### config.mk
export PLATFORM = sky130hd
export DESIGN_NAME = rdt_ram
export DESIGN_NICKNAME = d
export VERILOG_FILES = /design/src/design/rdt_ram.sv
export SDC_FILE = /design/constraint.sdc
export NUM_CORES = 2
export LEC_CHECK = 0
export BUFFER_PORTS_ARGS = -buffer_cell sky130_fd_sc_hd__buf_2
export CAP_MARGIN = 0
export CORE_ASPECT_RATIO = 1.4
export CORE_UTILIZATION = 65
export CTS_BUF_LIST = sky130_fd_sc_hd__clkbuf_4 sky130_fd_sc_hd__clkbuf_8
export DETAILED_ROUTE_END_ITERATION = 7
export PLACE_DENSITY_LB_ADDON = 0.15
export SYNTH_ARGS = -nofsm -noshare
export SYNTH_HDL_FRONTEND = slang
export SYNTH_SLANG_ARGS = --single-unit
### constraint.sdc
create_clock -name clk -period 8.1 [get_ports clk]
set_input_delay 0.81 -clock clk [delete_from_list [all_inputs] [get_ports clk]]
set_output_delay 0.81 -clock clk [all_outputs]
set_load 0.01 [all_outputs]
### src/design/rdt_ram.sv
// Generic single-write, single-read synchronous RAM with registered read data.
module rdt_ram #(
    parameter int WIDTH = 32,
    parameter int DEPTH = 64
) (
    input  logic                     clk,
    input  logic                     we,
    input  logic [$clog2(DEPTH)-1:0] waddr,
    input  logic [WIDTH-1:0]         wdata,
    input  logic [$clog2(DEPTH)-1:0] raddr,
    output logic [WIDTH-1:0]         rdata
);

    logic [WIDTH-1:0] mem [DEPTH];

    always_ff @(posedge clk) begin
        if (we) begin
            mem[waddr] <= wdata;
        end
        rdata <= mem[raddr];
    end

endmodule

==> impl_metrics.ini <==
[timing]
slew_violations = 0
worst_slack_ns = 4.38
period_needed_ns = 3.72
fin_tns_setup_ns = 0
worst_pin_slew_ns = 1.40
hold_viol_final = 0
skew_ns = 0.0537
clock.fmax_ghz = 0.269
rsz0062_at_grt = false
final.period_utilization_pct = 45.9
slew_headroom_pct = 6.85
setup_violations = 0

[grt]
use_met3_pct = 8.12
grt_usage_pct = 33.2
busiest_layer = met2
gr-total-overflow = 0
first_global_vias = 38800
grt_pass1_wl_um = 275000
grt_max_degree = 128
antenna_found_initial = 26
grt_use_met1_pct = 42.9
grtUsageMet2_pct = 53.8

[finish]
mostFrequentLayoutCell = edfxtp_1
stdcell_area_mm2 = 0.0873
final_cell_mix = edfxtp_1 (2048), mux4_2 (544), clkbuf_8 (334), buf_4 (101), mux2i_1 (93)
fin_cells = 5452
area_growth_pct = 11.2
nFillCells = 6634
nets = 3681
drive_gt1_share_pct = 32.9

[critical_path]
crit_path_end_kind = flop
critPathBufInv = 2
critPathArrivalTime_ns = 4.64
start_kind = input pin
crit_fanout = 93
path_delay_family = simple AND/OR/NAND/NOR gates
reg2regPathDepth = 4
crit_required_ns = 9.02
critPathMaxStageDelay_ns = 0.98
crit_chain = buf_8 -> buf_4 -> nand2b_1 -> o22ai_1 -> nor2_1 -> a21oi_1 -> nor2_1
slowest_stage = nand2b_1
crit_top_cell = nor2_1
path_class = input pin to flop
r2r_slack_ns = 5.73
r2r-end = rdata[12]$_DFF_P_
worstReg2RegStart = mem[47][12]$_DFFE_PP_

[place]
portBuffers = 77
place_area_mm2 = 0.0814
hpwlAfterDp_um = 105000
gp_congestion = 0.832
post-place-ws_ns = 3.48
post-place-cells = 4923

[floorplanning]
die_h_um = 413
dieArea_mm2 = 0.122
core_mm2 = 0.120
rows = 150
die_w_um = 296
initial_core_util_pct = 65.7
io_pins = 78

[clock_network]
insertion_delay_ns = 1.02
ctsResizeCount = 0
cts_sinks = 2080
clkTransAtPathRegs_ns = 0.07
cts_tree = done
cts_hold_buf = 0
htree_num_levels = 5
cts-root-buf = clkbuf_8
numCtsBuffers = 306
post_cts_buffers = 0
clockBufferDepth = 4

[power]
cellPowerDensity_mw_per_mm2 = 244
vdd_ir_drop_max_mv = 0.179
power.leakage_nw = 27.4
finalPower_mw = 21.3

[synthesis]
syn_area_mm2 = 0.0785
ys_warn_count = 0
syn_nets = 3370
synthCells = 3324
synth-seq-cells = 2080
ys_seq_area_share_pct = 79.1
synthDistinctLibCells = 34
syn_area_per_cell_um2 = 23.6

[detailed_routing]
drc_errors = 0
viasPerCell = 6.89
dr.pass1.iters = 6
vias = 37600
drt-initial-drc-count = 4674
wl_um = 196000
wl_per_cell_um = 35.9
ant_nets = 0

[status]
status = finished, final reports clean

[min_path]
hold_class = input pin to flop
min_to = mem[44][30]$_DFFE_PP_
whs_path_depth = 2
hold_start = wdata[30]

[job]
max-cap-violations = 0
[power by group]
group,total (mW),leakage [nW],switching [mW],internal (mW)
Sequential,12.0,18.7,0.0620,11.9
Combinational,1.11,5.58,0.718,0.388
Clock,8.21,3.13,3.79,4.43
[worst register-to-register path, stage by stage, from the launching register on]
cell and delay, ns:
edfxtp_1 0.37, mux4_2 0.48, mux4_2 0.62, o22ai_1 0.68
nor2_1 0.11
[cells by family (layout without fill, tap and decap cells)]
logic type | Yosys count | after routing | share of synthesized area (%)
AOI/OAI and AO/OA | 202 | 202 | 1.67
DFF | 2080 | 2080 | 79.1
muxes | 637 | 637 | 16.8
other | 0 | 10 | 0
and+or+nand+nor | 223 | 223 | 1.27
buffers and inverters | 182 | 704 | 1.13
[area by class of cell]
| cell class | count | area (µm²) | share of cell area (%) |
|---|---|---|---|
| flip-flops and latches | 2080 | 62100 | 71.1 |
| multi-input cells | 1062 | 16000 | 18.3 |
| clock buffers | 421 | 5250 | 6.01 |
| well taps | 1596 | 2000 | 2.29 |
| repair buffers | 185 | 1330 | 1.52 |
| clock inverters | 98 | 631 | 0.722 |
| diodes | 10 | 25.0 | 0.0287 |
[registers in the layout (all words and copies together), names as in the netlist]
signal  count
rdata      32
mem      2048
[worst max-delay path by stage]
stage | endpoint | slack, ns | from | depth (start not counted)
floorplan | mem[48][0]$_DFFE_PP_ | 4.13 | waddr[3] | 4
global placement | rdata[22]$_DFF_P_ | 3.54 | raddr[1] | 7
detailed placement | rdata[22]$_DFF_P_ | 3.48 | raddr[1] | 7
CTS | rdata[22]$_DFF_P_ | 4.57 | raddr[1] | 7
global route | rdata[22]$_DFF_P_ | 4.50 | raddr[1] | 7
finish | rdata[19]$_DFF_P_ | 4.38 | raddr[1] | 7
[through the flow]
stage	utilization, %	hold WS [ns]
floorplan	-	0.663
global placement	68.1	0.766
detailed placement	68.1	0.785
CTS	73.0	0.408
global route	73.0	0.448
finish	73.1	0.497
[layer usage]
metal	part of all wire [%]	wire [µm]
met5	0.10	205
met2	50	98700
met3	11	20700
met1	34	66600
met4	4.9	9600
[cell usage after synthesis (all sizes together)]
cell type / number / area, µm²
a41o: 4 / 40.0
nand3: 5 / 25.0
mux2i: 93 / 931
and3: 4 / 25.0
dfxtp: 32 / 641
nand2b: 8 / 50.1
nor2b: 15 / 93.8
edfxtp: 2048 / 61500
a31oi: 1 / 6.26
and2: 2 / 12.5
or3b: 5 / 43.8
nor3: 7 / 35.0
o32ai: 4 / 35.0
nand4b: 1 / 8.76
o221ai: 27 / 236
nand2: 26 / 97.6
clkbuf: 74 / 278
a21oi: 62 / 310
nand4: 2 / 12.5
o22ai: 84 / 526
buf: 108 / 608
or2: 3 / 18.8
a311oi: 8 / 70.1
nor2: 137 / 514
nand3b: 5 / 37.5
or3: 3 / 18.8
a22oi: 12 / 90.1
mux4: 544 / 12300
(Power assumes the default switching activity.)
